<file path="config.mk">
export PLATFORM = sky130hd
export DESIGN_NAME = sprite_frame_sequencer_flat
export DESIGN_NICKNAME = d
export VERILOG_FILES = /design/src/sv/sfs_pkg.sv /design/src/sv/sfs_if.sv /design/src/sv/sfs_ram.sv /design/src/sv/sfs_ctrl.sv /design/src/sv/sfs_dp.sv /design/src/sv/sprite_frame_sequencer.sv /design/src/flat_wrapper.sv
export SDC_FILE = /design/constraint.sdc
export NUM_CORES = 2
export LEC_CHECK = 0
export BUFFER_PORTS_ARGS = -buffer_cell sky130_fd_sc_hd__buf_2
export CORE_MARGIN = 1
export CORE_UTILIZATION = 35
export CTS_CLUSTER_SIZE = 8
export DETAILED_ROUTE_END_ITERATION = 16
export SLEW_MARGIN = 40
export SYNTH_ARGS = -nofsm -noshare
export SYNTH_HDL_FRONTEND = slang
export SYNTH_SLANG_ARGS = --single-unit
</file>
<file path="constraint.sdc">
create_clock -name clk -period 8.1 [get_ports clk]
set_input_delay 0.405 -clock clk [delete_from_list [all_inputs] [get_ports clk]]
set_output_delay 0.405 -clock clk [all_outputs]
set_load 0.01 [all_outputs]
</file>
<file path="src/sv/sfs_pkg.sv">
package sfs_pkg;

  localparam int FRAMES_DEF = 64;

  localparam int ENTRY_W = 32;
  localparam int DUR_W   = 16;
  localparam int KIND_W  = 8;
  localparam int JUMP_W  = 8;
  localparam int CUR_W   = 8;
  localparam int HOLD_W  = 15;
  localparam int FCNT_W  = 7;
  localparam int OP_W    = 3;
  localparam int IDX_W   = 6;

  typedef enum logic [OP_W-1:0] {
    OP_TICK  = 3'd0,
    OP_WRITE = 3'd1,
    OP_RESET = 3'd2,
    OP_FWD   = 3'd3,
    OP_BACK  = 3'd4
  } op_t;

  localparam logic [KIND_W-1:0] KIND_JUMP_A = 8'd2;
  localparam logic [KIND_W-1:0] KIND_JUMP_B = 8'd4;
  localparam logic [KIND_W-1:0] KIND_JUMP_C = 8'd5;

  function automatic logic is_jump_kind(input logic [KIND_W-1:0] k);
    return (k == KIND_JUMP_A) || (k == KIND_JUMP_B) || (k == KIND_JUMP_C);
  endfunction

  // controller -> datapath
  typedef struct packed {
    logic start_tick;
    logic exec_op;
    logic hold_inc;
    logic step_inc;
    logic jmp1;
    logic f2_fin;
    logic f2_m1;
    logic end_fix;
    logic adv;
    logic set_hit;
    logic out_load;
  } cmd_t;

  // datapath -> controller
  typedef struct packed {
    logic is_tick;
    logic count_zero;
    logic hold_lt;
    logic f_jump;
    logic dur_pos;
    logic cap;
    logic at_end;
    logic out_free;
  } sts_t;

endpackage

</file>
<file path="src/sv/sfs_if.sv">
interface sfs_in_if import sfs_pkg::*; ();
  logic                     valid;
  logic                     ready;
  logic        [OP_W-1:0]   op;
  logic        [IDX_W-1:0]  entry_index;
  logic signed [DUR_W-1:0]  entry_duration;
  logic        [KIND_W-1:0] entry_kind;
  logic        [JUMP_W-1:0] entry_jump;

  modport source (output valid, op, entry_index, entry_duration, entry_kind, entry_jump,
                  input ready);
  modport sink (input valid, op, entry_index, entry_duration, entry_kind, entry_jump,
                output ready);
endinterface

interface sfs_out_if import sfs_pkg::*; ();
  logic              valid;
  logic              ready;
  logic [CUR_W-1:0]  current_frame;
  logic [HOLD_W-1:0] hold_count;
  logic              step_limit_hit;

  modport source (output valid, current_frame, hold_count, step_limit_hit, input ready);
  modport sink (input valid, current_frame, hold_count, step_limit_hit, output ready);
endinterface

interface sfs_cfg_if import sfs_pkg::*; ();
  logic              valid;
  logic              ready;
  logic [FCNT_W-1:0] data;

  modport source (output valid, data, input ready);
  modport sink (input valid, data, output ready);
endinterface

</file>
<file path="src/sv/sfs_ram.sv">
module sfs_ram #(
  parameter int WIDTH = 32,
  parameter int DEPTH = 64
) (
  input  logic                                   clk,
  input  logic                                   we,
  input  logic [(DEPTH > 1 ? $clog2(DEPTH) : 1)-1:0] waddr,
  input  logic [WIDTH-1:0]                       wdata,
  input  logic                                   re,
  input  logic [(DEPTH > 1 ? $clog2(DEPTH) : 1)-1:0] raddr,
  output logic [WIDTH-1:0]                       rdata
);

  logic [WIDTH-1:0] mem [DEPTH];
  logic [WIDTH-1:0] rdata_r;

  always_ff @(posedge clk) begin
    if (we) begin
      mem[waddr] <= wdata;
    end
    if (re) begin
      rdata_r <= mem[raddr];
    end
  end

  assign rdata = rdata_r;

endmodule

</file>
<file path="src/sv/sfs_ctrl.sv">
module sfs_ctrl import sfs_pkg::*; (
  input  logic clk,
  input  logic rst_n,
  input  logic in_valid,
  output logic in_ready,
  input  sts_t st,
  output cmd_t cmd
);

  typedef enum logic [5:0] {
    S_IDLE = 6'b000001,
    S_CHK  = 6'b000010,
    S_F1L  = 6'b000100,
    S_F2   = 6'b001000,
    S_ADV  = 6'b010000,
    S_DONE = 6'b100000
  } state_t;

  state_t state_r, state_nxt;

  always_ff @(posedge clk) begin
    if (!rst_n) begin
      state_r <= S_IDLE;
    end else begin
      state_r <= state_nxt;
    end
  end

  assign in_ready = (state_r == S_IDLE);

  always_comb begin
    state_nxt = state_r;
    cmd       = '0;
    case (state_r)
      S_IDLE: begin
        if (in_valid) begin
          if (st.is_tick && !st.count_zero) begin
            cmd.start_tick = 1'b1;
            state_nxt      = S_CHK;
          end else begin
            cmd.exec_op = 1'b1;
            state_nxt   = S_DONE;
          end
        end
      end
      S_CHK: begin
        if (st.hold_lt) begin
          cmd.hold_inc = 1'b1;
          state_nxt    = S_DONE;
        end else begin
          cmd.step_inc = 1'b1;
          if (st.f_jump) begin
            cmd.jmp1  = 1'b1;
            state_nxt = S_F2;
          end else begin
            state_nxt = S_ADV;
          end
        end
      end
      S_F1L: begin
        if (st.dur_pos) begin
          state_nxt = S_DONE;
        end else if (st.cap) begin
          cmd.set_hit = 1'b1;
          state_nxt   = S_DONE;
        end else begin
          cmd.step_inc = 1'b1;
          if (st.f_jump) begin
            cmd.jmp1  = 1'b1;
            state_nxt = S_F2;
          end else begin
            state_nxt = S_ADV;
          end
        end
      end
      S_F2: begin
        if (st.f_jump) begin
          cmd.f2_fin = 1'b1;
          state_nxt  = S_DONE;
        end else begin
          cmd.f2_m1 = 1'b1;
          state_nxt = S_ADV;
        end
      end
      S_ADV: begin
        if (st.at_end) begin
          cmd.end_fix = 1'b1;
          state_nxt   = S_DONE;
        end else begin
          cmd.adv   = 1'b1;
          state_nxt = S_F1L;
        end
      end
      S_DONE: begin
        if (st.out_free) begin
          cmd.out_load = 1'b1;
          state_nxt    = S_IDLE;
        end
      end
      default: begin
        state_nxt = S_IDLE;
      end
    endcase
  end

endmodule

</file>
<file path="src/sv/sfs_dp.sv">
module sfs_dp import sfs_pkg::*; #(
  parameter int FRAMES = FRAMES_DEF
) (
  input  logic                     clk,
  input  logic                     rst_n,
  input  cmd_t                     cmd,
  output sts_t                     st,
  input  logic                     cfg_valid,
  input  logic [FCNT_W-1:0]        cfg_data,
  input  logic [OP_W-1:0]          op,
  input  logic [IDX_W-1:0]         entry_index,
  input  logic signed [DUR_W-1:0]  entry_duration,
  input  logic [KIND_W-1:0]        entry_kind,
  input  logic [JUMP_W-1:0]        entry_jump,
  output logic                     out_valid,
  input  logic                     out_ready,
  output logic [CUR_W-1:0]         current_frame,
  output logic [HOLD_W-1:0]        hold_count,
  output logic                     step_limit_hit
);

  localparam int AW = (FRAMES > 1) ? $clog2(FRAMES) : 1;
  localparam int SW = $clog2(FRAMES + 2);
  localparam logic [8:0]    FRAMES9 = 9'(FRAMES);
  localparam logic [SW-1:0] CAP     = SW'(FRAMES + 1);

  logic [FCNT_W-1:0] fc_r;
  logic signed [8:0] cur_r, cur_nxt;
  logic [HOLD_W-1:0] hold_r, hold_nxt;
  logic [SW-1:0]     steps_r, steps_nxt;
  logic              hit_r, hit_nxt;
  logic              out_valid_r;
  logic [CUR_W-1:0]  out_cur_r;
  logic [HOLD_W-1:0] out_hold_r;
  logic              out_hit_r;

  logic [FCNT_W-1:0] cnt;
  logic signed [8:0] cnt_m1;
  logic [ENTRY_W-1:0] rdata;
  logic [JUMP_W-1:0]  rjump;
  logic [8:0]         a9, widx9, jaddr9, fwd9;
  logic               re, we;

  assign cnt    = ({2'b0, fc_r} > FRAMES9) ? FRAMES9[FCNT_W-1:0] : fc_r;
  assign cnt_m1 = $signed({2'b0, cnt}) - 9'sd1;
  assign rjump  = rdata[31:24];
  assign widx9  = {3'b0, entry_index};
  assign jaddr9 = ({1'b0, rjump} < {2'b0, cnt}) ? {1'b0, rjump} : 9'd0;
  assign fwd9   = {1'b0, cur_r[CUR_W-1:0]} + 9'd1;

  assign we = cmd.exec_op && (op_t'(op) == OP_WRITE) && (widx9 < FRAMES9);
  assign re = cmd.start_tick || cmd.jmp1 || cmd.adv;

  always_comb begin
    a9 = 9'd0;
    if (cmd.start_tick) begin
      a9 = ({1'b0, cur_r[CUR_W-1:0]} < {2'b0, cnt}) ? {1'b0, cur_r[CUR_W-1:0]} : 9'd0;
    end else if (cmd.jmp1) begin
      a9 = jaddr9;
    end else if (cmd.adv) begin
      a9 = $unsigned(cur_r + 9'sd1);
    end
  end

  sfs_ram #(.WIDTH(ENTRY_W), .DEPTH(FRAMES)) u_ram (
    .clk   (clk),
    .we    (we),
    .waddr (widx9[AW-1:0]),
    .wdata ({entry_jump, entry_kind, entry_duration}),
    .re    (re),
    .raddr (a9[AW-1:0]),
    .rdata (rdata)
  );

  always_comb begin
    cur_nxt   = cur_r;
    hold_nxt  = hold_r;
    steps_nxt = steps_r;
    hit_nxt   = hit_r;
    if (cmd.start_tick) begin
      steps_nxt = '0;
      hit_nxt   = 1'b0;
    end
    if (cmd.exec_op) begin
      hit_nxt = 1'b0;
      case (op_t'(op))
        OP_RESET: begin
          cur_nxt  = '0;
          hold_nxt = '0;
        end
        OP_FWD: begin
          if (cnt != '0) begin
            cur_nxt  = (fwd9 >= {2'b0, cnt}) ? 9'sd0 : $signed(fwd9);
            hold_nxt = '0;
          end
        end
        OP_BACK: begin
          if (cnt != '0) begin
            cur_nxt  = (cur_r[CUR_W-1:0] == '0) ? cnt_m1 : cur_r - 9'sd1;
            hold_nxt = '0;
          end
        end
        default: begin
        end
      endcase
    end
    if (cmd.hold_inc) begin
      hold_nxt = hold_r + 15'd1;
    end
    if (cmd.step_inc) begin
      steps_nxt = steps_r + 1'b1;
    end
    if (cmd.jmp1) begin
      cur_nxt  = $signed({1'b0, rjump});
      hold_nxt = '0;
    end
    if (cmd.f2_fin) begin
      cur_nxt = $signed({1'b0, rjump});
    end
    if (cmd.f2_m1) begin
      cur_nxt = $signed({1'b0, rjump}) - 9'sd1;
    end
    if (cmd.end_fix && (cur_r > cnt_m1)) begin
      cur_nxt = '0;
    end
    if (cmd.adv) begin
      cur_nxt  = cur_r + 9'sd1;
      hold_nxt = '0;
    end
    if (cmd.set_hit) begin
      hit_nxt = 1'b1;
    end
  end

  always_ff @(posedge clk) begin
    if (!rst_n) begin
      fc_r        <= '0;
      cur_r       <= '0;
      hold_r      <= '0;
      steps_r     <= '0;
      hit_r       <= 1'b0;
      out_valid_r <= 1'b0;
    end else begin
      if (cfg_valid) begin
        fc_r <= cfg_data;
      end
      cur_r   <= cur_nxt;
      hold_r  <= hold_nxt;
      steps_r <= steps_nxt;
      hit_r   <= hit_nxt;
      if (cmd.out_load) begin
        out_valid_r <= 1'b1;
      end else if (out_ready) begin
        out_valid_r <= 1'b0;
      end
    end
  end

  always_ff @(posedge clk) begin
    if (cmd.out_load) begin
      out_cur_r  <= cur_r[CUR_W-1:0];
      out_hold_r <= hold_r;
      out_hit_r  <= hit_r;
    end
  end

  assign st.is_tick    = (op_t'(op) == OP_TICK);
  assign st.count_zero = (cnt == '0);
  assign st.hold_lt    = $signed({1'b0, hold_r}) < $signed(rdata[DUR_W-1:0]);
  assign st.f_jump     = is_jump_kind(rdata[23:16]);
  assign st.dur_pos    = $signed(rdata[DUR_W-1:0]) > 16'sd0;
  assign st.cap        = (steps_r >= CAP);
  assign st.at_end     = (cur_r >= cnt_m1);
  assign st.out_free   = !out_valid_r || out_ready;

  assign out_valid      = out_valid_r;
  assign current_frame  = out_cur_r;
  assign hold_count     = out_hold_r;
  assign step_limit_hit = out_hit_r;

endmodule

</file>
<file path="src/sv/sprite_frame_sequencer.sv">
// channel  dir  handshake      payload
// in_ch    in   valid/ready    op, entry_index, entry_duration, entry_kind, entry_jump
// out_ch   out  valid/ready    current_frame, hold_count, step_limit_hit
// cfg_ch   in   valid/ready    data (frame_count), ready tied high
//
// A non-tick word goes from IDLE straight to DONE; a tick passes CHK, then ADV and F1L
// for each plain chain pass, with F2 added on a jump pass, since the frame table has a
// single registered read port.
// Reset is synchronous active-low; the frame table is not cleared.
// A word is taken only while no other is in work; a finished result sits in the
// output register, so the next word proceeds until its own result needs that slot.
module sprite_frame_sequencer import sfs_pkg::*; #(
  parameter int FRAMES = FRAMES_DEF
) (
  input  logic      clk,
  input  logic      rst_n,
  sfs_in_if.sink    in_ch,
  sfs_out_if.source out_ch,
  sfs_cfg_if.sink   cfg_ch
);

  cmd_t cmd;
  sts_t st;

  assign cfg_ch.ready = 1'b1;

  sfs_ctrl u_ctrl (
    .clk      (clk),
    .rst_n    (rst_n),
    .in_valid (in_ch.valid),
    .in_ready (in_ch.ready),
    .st       (st),
    .cmd      (cmd)
  );

  sfs_dp #(.FRAMES(FRAMES)) u_dp (
    .clk            (clk),
    .rst_n          (rst_n),
    .cmd            (cmd),
    .st             (st),
    .cfg_valid      (cfg_ch.valid),
    .cfg_data       (cfg_ch.data),
    .op             (in_ch.op),
    .entry_index    (in_ch.entry_index),
    .entry_duration (in_ch.entry_duration),
    .entry_kind     (in_ch.entry_kind),
    .entry_jump     (in_ch.entry_jump),
    .out_valid      (out_ch.valid),
    .out_ready      (out_ch.ready),
    .current_frame  (out_ch.current_frame),
    .hold_count     (out_ch.hold_count),
    .step_limit_hit (out_ch.step_limit_hit)
  );

  a_load_free: assert property (@(posedge clk) disable iff (!rst_n)
    cmd.out_load |-> st.out_free)
    else $error("result loaded over an untaken result");

  a_one_item: assert property (@(posedge clk) disable iff (!rst_n)
    (in_ch.valid && in_ch.ready) |=> !in_ch.ready)
    else $error("second word taken while one is in work");

  a_quick_ops: assert property (@(posedge clk) disable iff (!rst_n)
    (in_ch.valid && in_ch.ready && (in_ch.op != OP_TICK)) |=> (cmd.out_load == st.out_free))
    else $error("non-tick word did not finish at once");

  a_one_move: assert property (@(posedge clk) disable iff (!rst_n)
    $onehot0({cmd.jmp1, cmd.adv, cmd.hold_inc, cmd.end_fix, cmd.f2_fin, cmd.f2_m1}))
    else $error("conflicting cursor updates");

endmodule

</file>
<file path="src/flat_wrapper.sv">
// flat-port wrapper written by rule: the top's interface ports become plain ports
module sprite_frame_sequencer_flat import sfs_pkg::*;
#(
  parameter int FRAMES = FRAMES_DEF
)
  (clk, rst_n, in_ch_valid, in_ch_op, in_ch_entry_index, in_ch_entry_duration, in_ch_entry_kind, in_ch_entry_jump, in_ch_ready, out_ch_valid, out_ch_current_frame, out_ch_hold_count, out_ch_step_limit_hit, out_ch_ready, cfg_ch_valid, cfg_ch_data, cfg_ch_ready);
  sfs_in_if in_ch_i ();
  sfs_out_if out_ch_i ();
  sfs_cfg_if cfg_ch_i ();
  input  logic clk;
  input  logic rst_n;
  input wire logic [$bits(in_ch_i.valid)-1:0] in_ch_valid;
  input wire logic [$bits(in_ch_i.op)-1:0] in_ch_op;
  input wire logic [$bits(in_ch_i.entry_index)-1:0] in_ch_entry_index;
  input wire logic [$bits(in_ch_i.entry_duration)-1:0] in_ch_entry_duration;
  input wire logic [$bits(in_ch_i.entry_kind)-1:0] in_ch_entry_kind;
  input wire logic [$bits(in_ch_i.entry_jump)-1:0] in_ch_entry_jump;
  output wire logic [$bits(in_ch_i.ready)-1:0] in_ch_ready;
  output wire logic [$bits(out_ch_i.valid)-1:0] out_ch_valid;
  output wire logic [$bits(out_ch_i.current_frame)-1:0] out_ch_current_frame;
  output wire logic [$bits(out_ch_i.hold_count)-1:0] out_ch_hold_count;
  output wire logic [$bits(out_ch_i.step_limit_hit)-1:0] out_ch_step_limit_hit;
  input wire logic [$bits(out_ch_i.ready)-1:0] out_ch_ready;
  input wire logic [$bits(cfg_ch_i.valid)-1:0] cfg_ch_valid;
  input wire logic [$bits(cfg_ch_i.data)-1:0] cfg_ch_data;
  output wire logic [$bits(cfg_ch_i.ready)-1:0] cfg_ch_ready;
  assign in_ch_i.valid = in_ch_valid;
  assign in_ch_i.op = in_ch_op;
  assign in_ch_i.entry_index = in_ch_entry_index;
  assign in_ch_i.entry_duration = in_ch_entry_duration;
  assign in_ch_i.entry_kind = in_ch_entry_kind;
  assign in_ch_i.entry_jump = in_ch_entry_jump;
  assign in_ch_ready = in_ch_i.ready;
  assign out_ch_valid = out_ch_i.valid;
  assign out_ch_current_frame = out_ch_i.current_frame;
  assign out_ch_hold_count = out_ch_i.hold_count;
  assign out_ch_step_limit_hit = out_ch_i.step_limit_hit;
  assign out_ch_i.ready = out_ch_ready;
  assign cfg_ch_i.valid = cfg_ch_valid;
  assign cfg_ch_i.data = cfg_ch_data;
  assign cfg_ch_ready = cfg_ch_i.ready;
  sprite_frame_sequencer #(.FRAMES(FRAMES)) u_core (.clk(clk), .rst_n(rst_n), .in_ch(in_ch_i), .out_ch(out_ch_i), .cfg_ch(cfg_ch_i));
endmodule
</file>
==> impl_metrics.prom <==
# TYPE chip_impl_metric gauge
chip_impl_metric{name="core_area",unit="sq um"} 246800
chip_impl_metric{name="start_util",unit="%"} 35.35
chip_impl_metric{name="slew_headroom",unit="%"} 34.62
chip_impl_metric{name="mappedNetlistArea",unit="sq um"} 87250
chip_impl_metric{name="timing_max_transition_violations_final",unit=""} 0
chip_impl_metric{name="synth-edff-count",unit=""} 2104
chip_impl_metric{name="cts_max_path_buffers",unit=""} 4
chip_impl_metric{name="power-per-cell-area",unit="nW/um^2"} 238.9
chip_impl_info{name="critical_path.endpoint_type",value="flop"} 1
chip_impl_metric{name="synth_seq_area_share",unit="%"} 73.47
chip_impl_metric{name="dr.pass1.iters",unit=""} 8
chip_impl_metric{name="post_cts.resized_instances",unit=""} 0
chip_impl_metric{name="achievable-frequency",unit="MHz"} 147.8
chip_impl_metric{name="endpoint_required_time_on_the_critical_path",unit="ns"} 8.76
chip_impl_metric{name="grt_util_all_layers",unit="%"} 23.36
chip_impl_metric{name="cts_made_buffers",unit=""} 320
chip_impl_metric{name="syn_area_per_cell",unit="sq um"} 13.88
chip_impl_metric{name="worstPathArrival",unit="ns"} 7.43
chip_impl_metric{name="grt_max_degree",unit=""} 132
chip_impl_info{name="grt_setup_unrepaired",value="no"} 1
chip_impl_info{name="synth_flop_cell",value="sky130_fd_sc_hd__edfxtp_1"} 1
chip_impl_metric{name="register_area",unit="sq um"} 64100
chip_impl_metric{name="postSynthNetCount",unit=""} 6392
chip_impl_metric{name="wire_length_of_the_first_global_routing_pass",unit="um"} 422300
chip_impl_metric{name="post_dp_cell_area",unit="sq um"} 93240
chip_impl_metric{name="h-tree-depth",unit=""} 5
chip_impl_metric{name="average_via_count_per_standard_cell",unit=""} 5.936
chip_impl_info{name="clock_tree.root_cell",value="sky130_fd_sc_hd__clkbuf_16"} 1
chip_impl_metric{name="totalWireLength",unit="um"} 300100
chip_impl_metric{name="leakagePower",unit="nW"} 34.98
chip_impl_metric{name="dp_hpwl",unit="um"} 170300
chip_impl_info{name="startpoint_type",value="flop"} 1
chip_impl_metric{name="via_count",unit=""} 58760
chip_impl_metric{name="numPlacedInstances",unit=""} 9513
chip_impl_metric{name="irDropWorstVdd",unit="mV"} 0.1498
chip_impl_metric{name="port-buffer-count",unit=""} 78
chip_impl_info{name="timing.setup.critical_path_class",value="reg -> reg"} 1
chip_impl_metric{name="min_path_cells",unit=""} 1
chip_impl_metric{name="clkLatencyLatePin",unit="ns"} 0.94
chip_impl_metric{name="layout.nets",unit=""} 6649
chip_impl_metric{name="first_global_vias",unit=""} 56320
chip_impl_metric{name="clock_skew",unit="ns"} 0.06728
chip_impl_metric{name="hold_ws",unit="ns"} 0.02603
chip_impl_metric{name="clk_transition_reported_paths",unit="ns"} 0.05
chip_impl_metric{name="timing_hold_violations_final",unit=""} 0
chip_impl_metric{name="post_route_cells_drive_above_1_share",unit="%"} 12.99
chip_impl_metric{name="multi_input_area",unit="sq um"} 22090
chip_impl_metric{name="setup-tns-final",unit="ns"} 0
chip_impl_metric{name="io-pin-count",unit=""} 80
chip_impl_metric{name="stdcell_area",unit="sq um"} 101900
chip_impl_metric{name="wl_per_cell",unit="um"} 30.32
chip_impl_metric{name="fillerInstances",unit=""} 22280
chip_impl_metric{name="gp_congestion",unit=""} 0.8715
chip_impl_metric{name="die_area",unit="sq um"} 251300
chip_impl_metric{name="postRouteAntennaNets",unit=""} 0
chip_impl_metric{name="register_to_register_path_depth",unit=""} 18
chip_impl_info{name="min-delay-path-class",value="in -> reg"} 1
chip_impl_metric{name="drv_cap",unit=""} 0
chip_impl_metric{name="ffs_latches_synth",unit=""} 2150
chip_impl_metric{name="worst_pin_slew",unit="ns"} 0.9807
chip_impl_info{name="clock_tree_from_tritoncts",value="built"} 1
chip_impl_metric{name="worst_path_largest_cell_delay",unit="ns"} 0.78
chip_impl_info{name="mostFrequentLayoutCell",value="sky130_fd_sc_hd__edfxtp_1"} 1
chip_impl_info{name="layout.cells.most_common_list",value="sky130_fd_sc_hd__edfxtp_1 (2104), sky130_fd_sc_hd__nand2_1 (1247), sky130_fd_sc_hd__a21oi_1 (360)"} 1
chip_impl_info{name="outcome",value="finished clean"} 1
chip_impl_metric{name="area_growth_syn_to_layout",unit="%"} 16.83
chip_impl_metric{name="die-width",unit="um"} 501.3
chip_impl_metric{name="cts_num_sinks",unit=""} 2150
chip_impl_metric{name="yosysWarnings",unit=""} 0
chip_impl_metric{name="final_critical_delay_including_setup_and_external_delays",unit="ns"} 6.766
chip_impl_metric{name="grt_overflow",unit=""} 0
chip_impl_metric{name="worstPathMaxFanout",unit=""} 22
chip_impl_metric{name="die_height",unit="um"} 501.3
chip_impl_metric{name="remaining_drc_errors",unit=""} 0
chip_impl_metric{name="drtIter0Drc",unit=""} 8368
chip_impl_metric{name="finalCritPeriodShare",unit="%"} 83.53
chip_impl_metric{name="antenna_found_initial",unit=""} 18
chip_impl_metric{name="post_synth_inst_count",unit=""} 6288
chip_impl_info{name="slowest_stage",value="sky130_fd_sc_hd__o22ai_4"} 1
chip_impl_metric{name="total_number_of_placement_rows",unit=""} 182
chip_impl_metric{name="final_cells",unit=""} 9899
chip_impl_metric{name="setup_viol_count_final",unit=""} 0
chip_impl_info{name="crit_chain",value="inv_1, nand2_1, ha_1, nand2_1, mux2_2, ha_1, nand4_1, or2_2, o211ai_1, nor2_1, a22o_2, o22ai_4, buf_12, buf_12, a21oi_1, a2111oi_2, o22ai_1, or3_1"} 1
chip_impl_metric{name="synth_async_sr_flop_share",unit="%"} 0
chip_impl_metric{name="post_synth_num_cell_types",unit=""} 91
==> worst paths after layout <==
path | from | endpoint | slack, ns
worst max-delay path | u_core.u_dp.fc_r[6]$_SDFFE_PN0P_ | u_core.u_dp.u_ram.rdata[6]$_DFFE_PP_ | 1.33
worst max register to register | u_core.u_dp.fc_r[6]$_SDFFE_PN0P_ | u_core.u_dp.u_ram.rdata[6]$_DFFE_PP_ | 1.33
worst min-delay path | in_ch_entry_jump[7] | u_core.u_dp.u_ram.mem[34][31]$_DFFE_PP_ | 0.03
worst min register to register | u_core.u_dp.hit_r$_SDFFE_PN0P_ | u_core.u_dp.step_limit_hit$_DFFE_PP_ | 0.44
==> power breakdown <==
group | total [W] | switching (W) | internal, W
Clock | 0.0116 | 0.00447 | 0.00716
Sequential | 0.0123 | 0.0000186 | 0.0122
Combinational | 0.000459 | 0.000355 | 0.000104
==> worst max-delay path: cells and delay by family, from the launching register on <==
| kind | cells | cell delay (ns) |
|---|---|---|
| AO/OA/AOI/OAI | 6 | 2.97 |
| adder cells (fa/ha/maj) | 2 | 0.57 |
| buffers and inverters | 3 | 0.68 |
| flip-flops | 1 | 0.40 |
| multiplexers | 1 | 0.30 |
| AND/OR/NAND/NOR | 6 | 1.52 |
==> state kept, by name (all words and copies together) (netlist names) <==
signal,count
u_core.u_dp.u_ram.mem,2048
u_core.u_dp.steps_r,7
u_core.u_dp.u_ram.rdata,32
u_core.u_dp.step_limit_hit,1
u_core.u_dp.hold_count,15
u_core.u_dp.fc_r,7
u_core.u_dp.out_valid,1
u_core.u_ctrl.state_r,6
u_core.u_dp.hit_r,1
u_core.u_dp.cur_r,9
u_core.u_dp.hold_r,15
u_core.u_dp.current_frame,8
==> cell usage after synthesis, drive strengths merged, types with 46 or more instances <==
| cell | instances | area, sq um |
|---|---|---|
| o21ai | 141 | 728.2 |
| ha | 51 | 638.1 |
| nand3 | 305 | 1531 |
| and3 | 108 | 675.7 |
| nand4 | 65 | 406.6 |
| o22ai | 58 | 362.9 |
| a21oi | 362 | 1812 |
| a221oi | 99 | 867.1 |
| clkbuf | 223 | 837.1 |
| buf | 186 | 880.8 |
| nor2 | 188 | 708.2 |
| a211o | 48 | 420.4 |
| a211oi | 87 | 663.1 |
| a31oi | 160 | 1001 |
| mux2 | 47 | 529.3 |
| edfxtp | 2104 | 63180 |
| nor3 | 55 | 291.5 |
| mux2i | 241 | 2412 |
| dfxtp | 46 | 920.9 |
| nand2 | 1250 | 4692 |
==> metrics by stage <==
stage | total power (W) | setup WS [ns] | utilization (%)
2_1_floorplan | 0.01262 | 2.993 | -
3_3_place_gp | 0.01290 | 0.8530 | 37.62
3_5_place_dp | 0.01292 | 1.332 | 37.77
4_1_cts | 0.02443 | 1.265 | 41.25
5_1_grt | 0.02488 | 1.103 | 41.29
6_report | 0.02435 | 1.334 | 41.29
==> cell families after synthesis <==
kind of cell	count (synthesis)	share of synthesized area, %
flops	2150	73.47
simple gates	2106	10.61
compound gates	1234	9.578
buf+inv	447	2.132
mux	288	3.371
fa+ha+maj	51	0.7313
xor+xnor	11	0.1104
other cells	1	0.004298
==> cell type report <==
class	count	area share, %
diodes	6	0.01473
clock buffers	350	8.143
clock inverters	8	0.1142
inverters	38	0.1399
multi-input cells	3691	21.68
flip-flops and latches	2150	62.89
well taps	3312	4.065
repair buffers	344	2.961
==> timing repair <==
action / 4_1_cts / 5_1_grt
hold buffers: 18 / 0
endpoints found under the setup margin: 0 / 0
hold endpoints to repair: 17 / 0
buffers inserted: 0 / 0
==> routing by layer <==
layer | share of wire, % | vias to the layer above | GRT usage (%)
met5 | 0.038 | - | 0
met4 | 4.2 | 16 | 9.781
met3 | 12 | 713 | 5.933
met2 | 45 | 3745 | 35.74
met1 | 39 | 29720 | 31.46
li1 | - | 24570 | -
No activity file was read; power rests on OpenSTA's default activity.
